<file path="config.mk">
export PLATFORM = sky130hd
export DESIGN_NAME = mecwb_cell
export DESIGN_NICKNAME = d
export VERILOG_FILES = /design/src/sv/mecwb_pkg.sv /design/src/sv/mecwb_cell.sv
export SDC_FILE = /design/constraint.sdc
export NUM_CORES = 1
export LEC_CHECK = 0
export BUFFER_PORTS_ARGS = -buffer_cell sky130_fd_sc_hd__buf_2
export CAP_MARGIN = 10
export CORE_MARGIN = 1
export CORE_UTILIZATION = 34
export CTS_CLUSTER_DIAMETER = 150
export DETAILED_ROUTE_END_ITERATION = 7
export PLACE_DENSITY = 0.77
export RECOVER_POWER = 25
export REMOVE_ABC_BUFFERS = 1
export SLEW_MARGIN = 10
export SYNTH_ARGS = -nofsm -noshare
export SYNTH_HDL_FRONTEND = slang
export SYNTH_SLANG_ARGS = --single-unit
</file>
<file path="constraint.sdc">
create_clock -name clock -period 5.4 [get_ports clock]
set_input_delay 1.35 -clock clock [delete_from_list [all_inputs] [get_ports clock]]
set_output_delay 1.35 -clock clock [all_outputs]
set_load 0.03 [all_outputs]
</file>
<file path="src/sv/mecwb_pkg.sv">
package mecwb_pkg;

   // default sizes of the word table
   localparam int DICT_WORDS_DEF = 32;
   localparam int WORD_LEN_DEF = 16;

   // saturation point of the running cost
   localparam logic [15:0] COST_MAX = 16'hFFFF;

   // operation codes
   localparam logic [1:0] OP_DICT      = 2'd0;
   localparam logic [1:0] OP_TEXT      = 2'd1;
   localparam logic [1:0] OP_CLEAR     = 2'd2;
   localparam logic [1:0] OP_CLEAR_ALT = 2'd3;

   // result status codes
   localparam logic [1:0] STAT_TEXT    = 2'd0;
   localparam logic [1:0] STAT_TAKEN   = 2'd1;
   localparam logic [1:0] STAT_DROPPED = 2'd2;
   localparam logic [1:0] STAT_CLEARED = 2'd3;

   typedef struct packed {
      logic [1:0] operation;
      logic [7:0] symbol;
      logic       word_end;
      logic       text_first;
   } req_type;

   typedef struct packed {
      logic [15:0] extra_count;
      logic [1:0]  status;
   } rsp_type;

   typedef struct packed {
      logic       write_char;
      logic       clear;
      logic [7:0] symbol;
      logic       word_end;
   } dict_cmd_type;

   typedef struct packed {
      logic char_shift;
      logic cost_shift;
      logic cost_clear;
   } cell_ctl_type;

endpackage

</file>
<file path="src/sv/mecwb_cell.sv">
module mecwb_cell #(
   parameter int WORD_LEN = mecwb_pkg::WORD_LEN_DEF,
   parameter int INDEX = 0,
   localparam int LW = $clog2(WORD_LEN + 1),
   localparam int CLW = (WORD_LEN > 1) ? $clog2(WORD_LEN) : 1
) (
   input  logic                       clock,
   input  logic                       reset,
   input  mecwb_pkg::cell_ctl_type    ctl,
   input  logic [7:0]                 char_in,
   input  logic [15:0]                cost_in,
   output logic [7:0]                 char_out,
   output logic [15:0]                cost_out,
   input  logic [WORD_LEN-1:0][7:0]   row,
   input  logic [LW-1:0]              len,
   output logic                       match
);
   import mecwb_pkg::*;

   localparam logic [LW-1:0] KPOS = LW'(INDEX);
   localparam bit HEAD = (INDEX == 0);

   logic [7:0]  char_ff;
   logic [15:0] cost_ff;
   logic        active;
   logic [LW-1:0] pos;

   always_ff @(posedge clock) begin
      if (reset) begin
         char_ff <= '0;
         cost_ff <= '0;
      end else begin
         if (ctl.char_shift) begin
            char_ff <= char_in;
         end
         if (ctl.cost_shift) begin
            cost_ff <= cost_in;
         end else if (ctl.cost_clear && HEAD) begin
            cost_ff <= '0;
         end
      end
   end

   // this cell holds the char that sits len-1-INDEX places into the word
   assign active = KPOS < len;
   assign pos = len - KPOS - LW'(1);
   assign match = !active || (row[pos[CLW-1:0]] == char_ff);

   assign char_out = char_ff;
   assign cost_out = cost_ff;

endmodule

</file>
---- Yosys cells after proc, flatten, opt, wreduce, memory -nomap -nowiden ----
Cells that the tools add are included.
Widths: inputs -> output; s select.
operators by class
  order comparisons ....................... 2
  add/sub/neg operators ................... 1
  equality and inequality tests ........... 1
  muxes and demuxes ....................... 4
  reductions and logical operators ........ 3
operators with widths
  operator             number
  $bmux 8 s4           1
  $mux 16              2
  $eq 8x8->1           1
  $mux 8               1
  $lt 1x5->1 const A   1
  $lt 4x5->1 const B   1
  $sub 4x1->4 const B  1
  $reduce_bool 2->1    1
  $logic_not 1->1      1
  $logic_or 1x1->1     1
word-level totals
  register bits ........................... 24
  output and inout port bits .............. 25
  input bits .............................. 162
  logic and storage cells ................. 13

---- Logic depth before layout (Yosys ltp) ----
Gate-level depths: netlist of run 1.
  depth in word-level cells ............... 5
  mapped depth ............................ 11
  gate-level depth less buffers ........... 9

---- Worst setup path after synthesis of run 1 ----
OpenSTA, ideal clock, no wires.
  path type ............................... input to output
  start ................................... input len[0]
  end ..................................... output match
  path buffers ............................ 2
  data arrival time ....................... 3,982 ps
  stages on the path ...................... 11
  setup slack ............................. 68 ps
  cells stage by stage .................... buf_2 > inv_2 > ha_1 > xor2_2 > buf_6 > mux4_1 > mux2i_1 > mux2i_1 > xnor2_1 > nand2_1 > o31ai_2
on the way
  word-level cells in the longest chain between the ends .. 5
  elaborated cells between the ends (all ways) .. 7
RTL lines
  item                          line              RTL
  from (decl)                   mecwb_cell.sv:15  input logic [LW-1:0] len,
  $sub 4x1->4                   mecwb_cell.sv:46  assign pos = len - KPOS - LW'(1);
  $bmux 8 s4                    mecwb_cell.sv:47  assign match = !active || (row[pos[CLW-1:0]] == char_ff);
  $mux 8 (implied by the code)  mecwb_cell.sv:47
  $eq 8x8->1                    mecwb_cell.sv:47
  $logic_or 1x1->1 (*)          mecwb_cell.sv:47
  to (decl)                     mecwb_cell.sv:16  output logic match
Every way passes the cells marked *; elsewhere a longest branch is shown, timed or not. The select of a mux whose other input is x is not followed.

---- Worst setup path after layout of run 1 ----
Same ends and word-level chain as after synthesis.

==> impl_metrics.json, run 1 <==
{
  "worst_hold_slack_ns": 0.5468,
  "yosysUniqueCellTypes": 25,
  "cp.arrival_ns": 3.81,
  "grt_max_degree": 33,
  "tritoncts": "built",
  "synth-compound-area-share_pct": 5.027,
  "min_path_cells": 2,
  "cp.required_ns": 4.05,
  "die-height_um": 80.42,
  "syn_avg_cell_area_um2": 11.55,
  "power.share.clock_pct": 20.7,
  "cts.sinks": 24,
  "outcome": "finished clean",
  "worst_setup_path_start_kind": "input port",
  "use_met3_pct": 3.182,
  "power.share.sequential_pct": 34.1,
  "path_buf_inv": 4,
  "cp_top_family": "multiplexers",
  "r2r_slack_ns": 4.58,
  "worstPathCellList": "buf_2, inv_2, ha_2, xor2_4, buf_12, mux4_1, mux2i_1, mux2i_1, xnor2_1, nand2_1, o31ai_2, buf_2",
  "ys_seq_elements": 24,
  "r2r-start": "cost_out[7]",
  "syn_inst": 181,
  "synth_top_family_by_area": "multiplexers",
  "ys_warn_count": 0,
  "tritoncts.num_buffers": 3,
  "cts.htree.levels": 1,
  "drt_iter0_drc": 71,
  "rr_endpoint": "cost_out[7]",
  "cts_setup_buffers": 0,
  "report.final.slew_viol_count": 0,
  "min_period_ns": 5.164,
  "ctsResizeCount": 0,
  "place_hpwl_um": 5863,
  "synthSimpleGateAreaFrac_pct": 11.85,
  "io_pins": 187,
  "viasPerCell": 5.186,
  "clk_pin_slew_ns": 0.08,
  "dieArea_um2": 6467,
  "drive_above_1_share_pct": 61.77,
  "path_max_fanout": 17,
  "wl_um": 6872,
  "nets": 525,
  "wl_per_cell_um": 15.76,
  "met1_usage_pct": 26.13,
  "p_int_uw": 392.1,
  "antenna_found_initial": 0,
  "max_stage_delay_ns": 0.58,
  "first_pass_iters": 4,
  "grt_util_met2_pct": 36.44,
  "slew_headroom_pct": 17.10,
  "synth_mux_area_share_pct": 50.45,
  "critical_path_class": "input port to output pin",
  "synthesis.area_um2": 2091,
  "timing.fmax_mhz": 193.6,
  "ys_seq_area_share_pct": 22.98,
  "hp-start": "char_out[4]",
  "holdPathEnd": "char_out[4]",
  "setup_viol_count_final": 0,
  "cts_root_buf": "clkbuf_8",
  "worst_slack_ns": 0.2355,
  "gp_congestion": 0.7505,
  "diodes": 0,
  "grt_first_pass_wirelength_um": 10050,
  "stdcell_area_um2": 3159,
  "cp-end-kind": "output pin",
  "power_leakage_uw": 0.001597,
  "n_fill_cell": 565,
  "vias": 2261,
  "rsz0062_at_grt": "no",
  "fin_crit_sh_pct": 95.64,
  "grt_overflow_total": 0,
  "synth-adder-area-share_pct": 0.5984,
  "netSwitchingPower_uw": 171.9,
  "hold_viol_final": 0,
  "cts_buffer_depth": 2,
  "ctsHoldBuffers": 0,
  "core_um2": 5921,
  "port_buffers": 186,
  "initial_core_util_pct": 35.31,
  "regArea_um2": 480.5,
  "drc": 0,
  "drv_cap": 0,
  "worst_ir_drop_vdd_v": 0.00009431,
  "dpl_worst_slack_ns": 0.2121,
  "placed_cell_area_um2": 3104,
  "clkLatencyLatePin_ns": 0.26,
  "multi_input_area_um2": 1536,
  "syn2layout_area_growth_pct": 51.11,
  "ant_nets": 0,
  "grt-busiest-layer": "met2",
  "worst_path_max_delay_cell": "mux4_1",
  "min_path_type": "flop to flop",
  "combPwrFrac_pct": 45.2,
  "grt_usage_pct": 20.40,
  "p_sw_share_pct": 30.48,
  "grt_pass1_vias": 2142,
  "synthXorXnorAreaFrac_pct": 4.907,
  "skew_ns": 0,
  "worstMarginPinSlew_ns": 1.244,
  "fp-row-count": 28,
  "power.density_nw_per_um2": 178.5,
  "r2r_cells": 3,
  "die_w_um": 80.42
}
[cell families (layout without fill, tap and decap cells)]
group | Yosys count | in the layout
buf+inv | 18 | 198
compound gates | 19 | 19
mux | 62 | 62
fa+ha+maj | 1 | 1
flops | 24 | 24
xor+xnor | 10 | 10
simple gates | 47 | 47
[worst reg2reg max path, stage by stage (launching register included)]
cell     delay, ns
dfxtp_1       0.31
nor3b_1       0.14
a21oi_1       0.20
nor2_1        0.05
[final cells by class]
type / instances / area share, %
Multi-Input combinational cell: 139 / 48.63
Timing Repair Buffer: 192 / 31.21
Sequential cell: 24 / 15.21
Tap cell: 75 / 2.970
Clock buffer: 4 / 1.743
Inverter: 2 / 0.2376
[per-layer routing]
layer,wire (µm),part of all wire (%),up-vias
met2,3642,53,112
met4,45,0.65,0
met5,0,0,-
li1,-,-,1064
met1,2728,40,1081
met3,456,6.6,4
[flip-flops by register name (all words and copies together) (netlist names)]
signal    count
char_out      8
cost_out     16
[worst max-delay path by stage]
| stage | depth (start not counted) | slack, ns | end | startpoint |
|---|---|---|---|---|
| after global routing | 12 | 0.03 | match | len[0] |
| final | 12 | 0.24 | match | len[0] |
| after floorplan | 9 | -0.33 | match | len[0] |
| after detailed placement | 12 | 0.21 | match | len[0] |
| after CTS | 12 | 0.19 | match | len[0] |
| after global placement | 12 | 0.19 | match | len[0] |
[per-stage QoR]
step	util [%]	total power, µW	instances	TNS (ns)
4_1_cts	53.36	572.7	436	0
6_report	53.36	563.9	436	0
3_5_place_dp	52.43	452.9	432	0
3_3_place_gp	52.43	446.5	432	0
5_1_grt	53.36	599.6	436	0
2_1_floorplan	-	344.9	165	-0.3272
[layout by cell type (no fill, tap or decap), types with 2 or more instances in the layout]
cell type,n
a21oi_1,17
buf_2,184
buf_4,5
clkbuf_1,2
clkbuf_8,4
dfxtp_1,24
mux2i_1,30
mux4_1,9
mux4_2,23
nand2_1,3
nor2_1,25
nor3b_1,16
xnor2_1,3
xor2_1,5
[power groups by stage]
stage / Sequential, µW / Clock (µW) / Combinational, µW
floorplan: 214 / 0 / 131
global placement: 197 / 0 / 250
detailed placement: 197 / 0 / 256
CTS: 193 / 122 / 258
global route: 193 / 130 / 276
finish: 192 / 117 / 255
[synth_stat cells]
cell / count / area share (%)
nor4_1: 1 / 0.30
nor3_2: 1 / 0.48
xor2_2: 1 / 0.78
buf_2: 1 / 0.24
buf_4: 3 / 1.1
nand2_1: 3 / 0.54
dfxtp_1: 24 / 23
ha_1: 1 / 0.60
buf_1: 1 / 0.18
a211oi_1: 1 / 0.36
mux4_2: 23 / 25
xnor2_1: 3 / 1.3
a21oi_1: 17 / 4.1
xor2_1: 5 / 2.1
buf_6: 1 / 0.54
inv_2: 1 / 0.18
inv_1: 1 / 0.18
mux4_1: 9 / 11
nor3b_1: 16 / 5.7
mux2i_1: 30 / 14
clkbuf_1: 10 / 1.8
o31ai_2: 1 / 0.60
xnor2_2: 1 / 0.78
nor2b_1: 1 / 0.30
nor2_1: 25 / 4.5
(Power assumes the default switching activity.)
==> inputs of run 2 (changes only) <==
--- a/config.mk
+++ b/config.mk
@@ -5,7 +5,8 @@
 export SDC_FILE = /design/constraint.sdc
 export NUM_CORES = 1
 export LEC_CHECK = 0
-export BUFFER_PORTS_ARGS = -buffer_cell sky130_fd_sc_hd__buf_2
+export ABC_CLOCK_PERIOD_IN_PS = 5400
+export BUFFER_PORTS_ARGS = -buffer_cell sky130_fd_sc_hd__clkbuf_2
 export CAP_MARGIN = 10
 export CORE_MARGIN = 1
 export CORE_UTILIZATION = 34
@@ -14,7 +15,7 @@
 export PLACE_DENSITY = 0.77
 export RECOVER_POWER = 25
 export REMOVE_ABC_BUFFERS = 1
-export SLEW_MARGIN = 10
+export SLEW_MARGIN = 20
 export SYNTH_ARGS = -nofsm -noshare
 export SYNTH_HDL_FRONTEND = slang
 export SYNTH_SLANG_ARGS = --single-unit
==> impl_metrics.json, run 2 (synthesis results as in run 1) <==
{
  "outcome": "finished clean",
  "drc": 0,
  "slew_headroom_pct": 15.52,
  "cts.htree.levels": 1,
  "ctsResizeCount": 0,
  "worstPathCellList": "clkbuf_2, inv_2, ha_2, xor2_4, buf_12, mux4_1, mux2i_1, mux2i_1, xnor2_1, nand2_1, o31ai_2, buf_2",
  "tritoncts": "built",
  "drive_above_1_share_pct": 61.56,
  "worst_ir_drop_vdd_v": 0.0001394,
  "first_pass_iters": 4,
  "cp.arrival_ns": 3.90,
  "port_buffers": 186,
  "initial_core_util_pct": 35.31,
  "grt_max_degree": 33,
  "power_leakage_uw": 0.001612,
  "critical_path_class": "input port to output pin",
  "final_cell_mix": "clkbuf_2 (183), mux2i_1 (30), nor2_1 (25)",
  "cts.sinks": 24,
  "worstMarginPinSlew_ns": 1.267,
  "timing.fmax_mhz": 190.6,
  "io_pins": 187,
  "power.density_nw_per_um2": 179.6,
  "min_period_ns": 5.245,
  "grt_overflow_total": 0,
  "die_w_um": 80.42,
  "clk_pin_slew_ns": 0.08,
  "worst_setup_path_start_kind": "input port",
  "diodes": 0,
  "cts_setup_buffers": 0,
  "rsz0062_at_grt": "no",
  "nets": 523,
  "grt_usage_pct": 19.68,
  "wl_per_cell_um": 15.89,
  "ctsHoldBuffers": 0,
  "report.final.slew_viol_count": 0,
  "wl_um": 6898,
  "vias": 2245,
  "syn2layout_area_growth_pct": 50.99,
  "fin_crit_sh_pct": 97.13,
  "die-height_um": 80.42,
  "core_um2": 5921,
  "clkLatencyLatePin_ns": 0.26,
  "layout_commonest_cell": "clkbuf_2",
  "instances_no_fill": 434,
  "grt_first_pass_wirelength_um": 9687,
  "max_stage_delay_ns": 0.58,
  "worst_path_max_delay_cell": "mux4_1",
  "min_path_type": "flop to flop",
  "cts_buffer_depth": 2,
  "path_common_cell": "mux2i_1",
  "gp_congestion": 0.7345,
  "largest_reg_flops": 16,
  "cts_root_buf": "clkbuf_8",
  "fin_setup_tns_ns": 0,
  "placed_cells": 430,
  "fp-row-count": 28,
  "skew_ns": 0,
  "drv_cap": 0,
  "ant_nets": 0,
  "tritoncts.num_buffers": 3,
  "hold_viol_final": 0,
  "path_max_fanout": 24,
  "place_hpwl_um": 5824,
  "drt_iter0_drc": 60,
  "grt_pass1_vias": 2114,
  "antenna_found_initial": 0,
  "finalPower_uw": 567.1,
  "dieArea_um2": 6467,
  "cp-end-kind": "output pin",
  "cp.required_ns": 4.05,
  "setup_viol_count_final": 0,
  "viasPerCell": 5.173
}
[run 2: cell count changes in the layout (fill, tap and decap cells not counted), sizes merged]
cell / before / now
clkbuf: 6 / 189
buf: 190 / 5
[run 2: power breakdown]
part	leakage, µW	internal, µW	switching, µW
Sequential	0.000198	186	6.66
Clock	0.0000288	65.0	53.8
Combinational	0.00139	141	114
Total	0.00161	392	175
[run 2: final timing paths]
check / from / end / slack (ns) / cells after the start
setup / recovery: len[0] / match / 0.15 / 12
hold / removal: char_out[0] / char_out[0] / 0.56 / 2
setup reg to reg: cost_out[6] / cost_out[6] / 4.59 / 3
hold reg to reg: char_out[0] / char_out[0] / 0.56 / 2
[run 2: layout make-up]
class | instances | area, µm²
sequential | 24 | 480.5
clock buffer | 4 | 55.05
timing repair buffer | 190 | 983.4
inverter | 2 | 7.507
tap | 75 | 93.84
multi-input combinational | 139 | 1536
fill | 557 | 2764
[run 2: metal layers]
metal  vias to the layer above  GRT usage (%)  share of wire [%]  routed length, µm
met3                         8          4.773                7.5                515
met2                       104          36.19                 53               3653
met4                         0          4.286               0.75                 52
met1                      1071          22.79                 39               2677
li1                       1062              -                  -                  -
met5                         -              0                  0                  0
[run 2: worst max-delay path, delay by kind of cell]
kind | cells | cell delay [ns]
multiplexers | 3 | 0.88
buffers and inverters | 4 | 0.71
XOR/XNOR | 2 | 0.33
AO/OA/AOI/OAI | 1 | 0.28
adder cells (fa/ha/maj) | 1 | 0.26
AND/OR/NAND/NOR | 1 | 0.10
[run 2: stage by stage]
step | setup WS [ns] | hold WS [ns] | instance area, µm² | utilization (%)
global placement | 0.1521 | 0.5471 | 3102 | 52.39
finish | 0.1547 | 0.5551 | 3157 | 53.32
global route | 0.01157 | 0.5853 | 3157 | 53.32
floorplan | -0.3272 | 0.6515 | 2011 | -
detailed placement | 0.08935 | 0.5538 | 3102 | 52.39
CTS | 0.07382 | 0.5681 | 3157 | 53.32
==> inputs of run 3 (changes only) <==
--- a/config.mk
+++ b/config.mk
@@ -8,11 +8,13 @@
 export ABC_CLOCK_PERIOD_IN_PS = 5400
 export BUFFER_PORTS_ARGS = -buffer_cell sky130_fd_sc_hd__clkbuf_2
 export CAP_MARGIN = 10
+export CELL_PAD_IN_SITES_DETAIL_PLACEMENT = 2
+export CELL_PAD_IN_SITES_GLOBAL_PLACEMENT = 2
 export CORE_MARGIN = 1
-export CORE_UTILIZATION = 34
+export CORE_UTILIZATION = 20
 export CTS_CLUSTER_DIAMETER = 150
 export DETAILED_ROUTE_END_ITERATION = 7
-export PLACE_DENSITY = 0.77
+export PLACE_DENSITY = 0.84
 export RECOVER_POWER = 25
 export REMOVE_ABC_BUFFERS = 1
 export SLEW_MARGIN = 20
==> impl_metrics.json, run 3 (synthesis results as in run 1) <==
{
  "outcome": "finished clean",
  "layout_commonest_cell": "clkbuf_2",
  "cts.htree.levels": 1,
  "drv_cap": 0,
  "ant_nets": 0,
  "post-route-util_pct": 32.70,
  "grt_max_degree": 33,
  "worstMarginPinSlew_ns": 1.200,
  "power.density_nw_per_um2": 190.7,
  "cp_top_family": "multiplexers",
  "path_buf_inv": 4,
  "tritoncts.num_buffers": 3,
  "wl_um": 8792,
  "path_max_fanout": 24,
  "cts.sinks": 24,
  "nets": 525,
  "cp.arrival_ns": 3.86,
  "max_stage_delay_ns": 0.60,
  "vias": 2300,
  "fin_crit_sh_pct": 96.41,
  "worst_ir_drop_vdd_v": 0.0001182,
  "core_um2": 9955,
  "fin_setup_tns_ns": 0,
  "cts_root_buf": "clkbuf_8",
  "fp-row-count": 36,
  "die_w_um": 104.2,
  "grt_pass1_vias": 2632,
  "setup_viol_count_final": 0,
  "worstPathCellList": "clkbuf_2, inv_2, ha_2, xor2_4, buf_12, mux4_1, mux2i_1, mux2i_1, xnor2_1, nand2_1, o31ai_2, clkbuf_2",
  "clkLatencyLatePin_ns": 0.26,
  "slew_headroom_pct": 19.97,
  "power_leakage_uw": 0.001627,
  "syn2layout_area_growth_pct": 55.72,
  "dieArea_um2": 10870,
  "tritoncts": "built",
  "min_period_ns": 5.206,
  "crit_cells": 12,
  "place_hpwl_um": 7641,
  "clk_pin_slew_ns": 0.09,
  "timing.fmax_mhz": 192.1,
  "first_pass_iters": 4,
  "drt_iter0_drc": 47,
  "cp.required_ns": 4.05,
  "port_buffers": 186,
  "cp-end-kind": "output pin",
  "grt_overflow_total": 0,
  "min_path_cells": 2,
  "hold_viol_final": 0,
  "drc": 0,
  "rsz0062_at_grt": "no",
  "min_path_type": "flop to flop",
  "final_cell_mix": "clkbuf_2 (185), mux2i_1 (30), nor2_1 (25)",
  "critical_path_class": "input port to output pin",
  "grt_usage_pct": 15.90,
  "cts_buffer_depth": 2,
  "grt_first_pass_wirelength_um": 13590,
  "die-height_um": 104.2,
  "largest_reg_flops": 16,
  "worst_path_max_delay_cell": "mux4_1",
  "skew_ns": 0,
  "drive_above_1_share_pct": 62.33,
  "gp_congestion": 0.8340,
  "wl_per_cell_um": 17.80,
  "r2r_cells": 3,
  "worst_setup_path_start_kind": "input port",
  "viasPerCell": 4.656,
  "antenna_found_initial": 0,
  "initial_core_util_pct": 21.00,
  "diodes": 0,
  "report.final.slew_viol_count": 0,
  "io_pins": 187
}
-- run 3: worst paths after layout --
path | start | end | slack (ns)
min reg2reg | char_out[5] | char_out[5] | 0.56
min | char_out[5] | char_out[5] | 0.56
max | len[0] | match | 0.19
max reg2reg | cost_out[0] | cost_out[0] | 4.57
-- run 3: cell type report --
type / instances / area (µm²)
Fill cell: 1148 / 6699
Tap cell: 133 / 166.4
Multi-Input combinational cell: 139 / 1543
Inverter: 2 / 7.507
Clock buffer: 3 / 41.29
Timing Repair Buffer: 192 / 987.2
Clock inverter: 1 / 30.03
Sequential cell: 24 / 480.5
-- run 3: routing by layer --
layer	part of all wire, %	track usage, %
met1	36	15.69
met2	56	32.95
met3	6.3	3.947
met4	1.3	2.755
met5	0	0
-- run 3: per-stage QoR --
stage          power [µW]  setup WS [ns]  cells  cell area [µm²]  hold slack (ns)
2_1_floorplan       344.9        -0.3272    165             2011           0.6515
3_3_place_gp        451.0         0.2177    490             3177           0.5227
3_5_place_dp        464.1         0.1315    490             3177           0.5491
4_1_cts             633.8         0.1284    494             3248           0.5638
5_1_grt             661.8        0.04351    494             3256           0.5847
6_report            620.9         0.1936    494             3256           0.5576
-- run 3: worst min-delay path, cell delays in order (launching register included) --
cell and delay, ns:
dfxtp_1 0.34, mux2i_1 0.13, nor2_1 0.05
-- run 3: repair_timing --
| action | 4_1_cts | 5_1_grt |
|---|---|---|
| setup buffers | 0 | 0 |
| hold buffers | 0 | 0 |
| setup endpoints to repair | 0 | 1 |
| gates resized for setup | 0 | 2 |
-- run 3: report_power, final --
part | total, µW | switching [µW] | internal, µW | leakage [µW]
Sequential | 193 | 6.35 | 186 | 0.000198
Combinational | 265 | 123 | 142 | 0.00139
Clock | 163 | 63.9 | 99.2 | 0.0000357
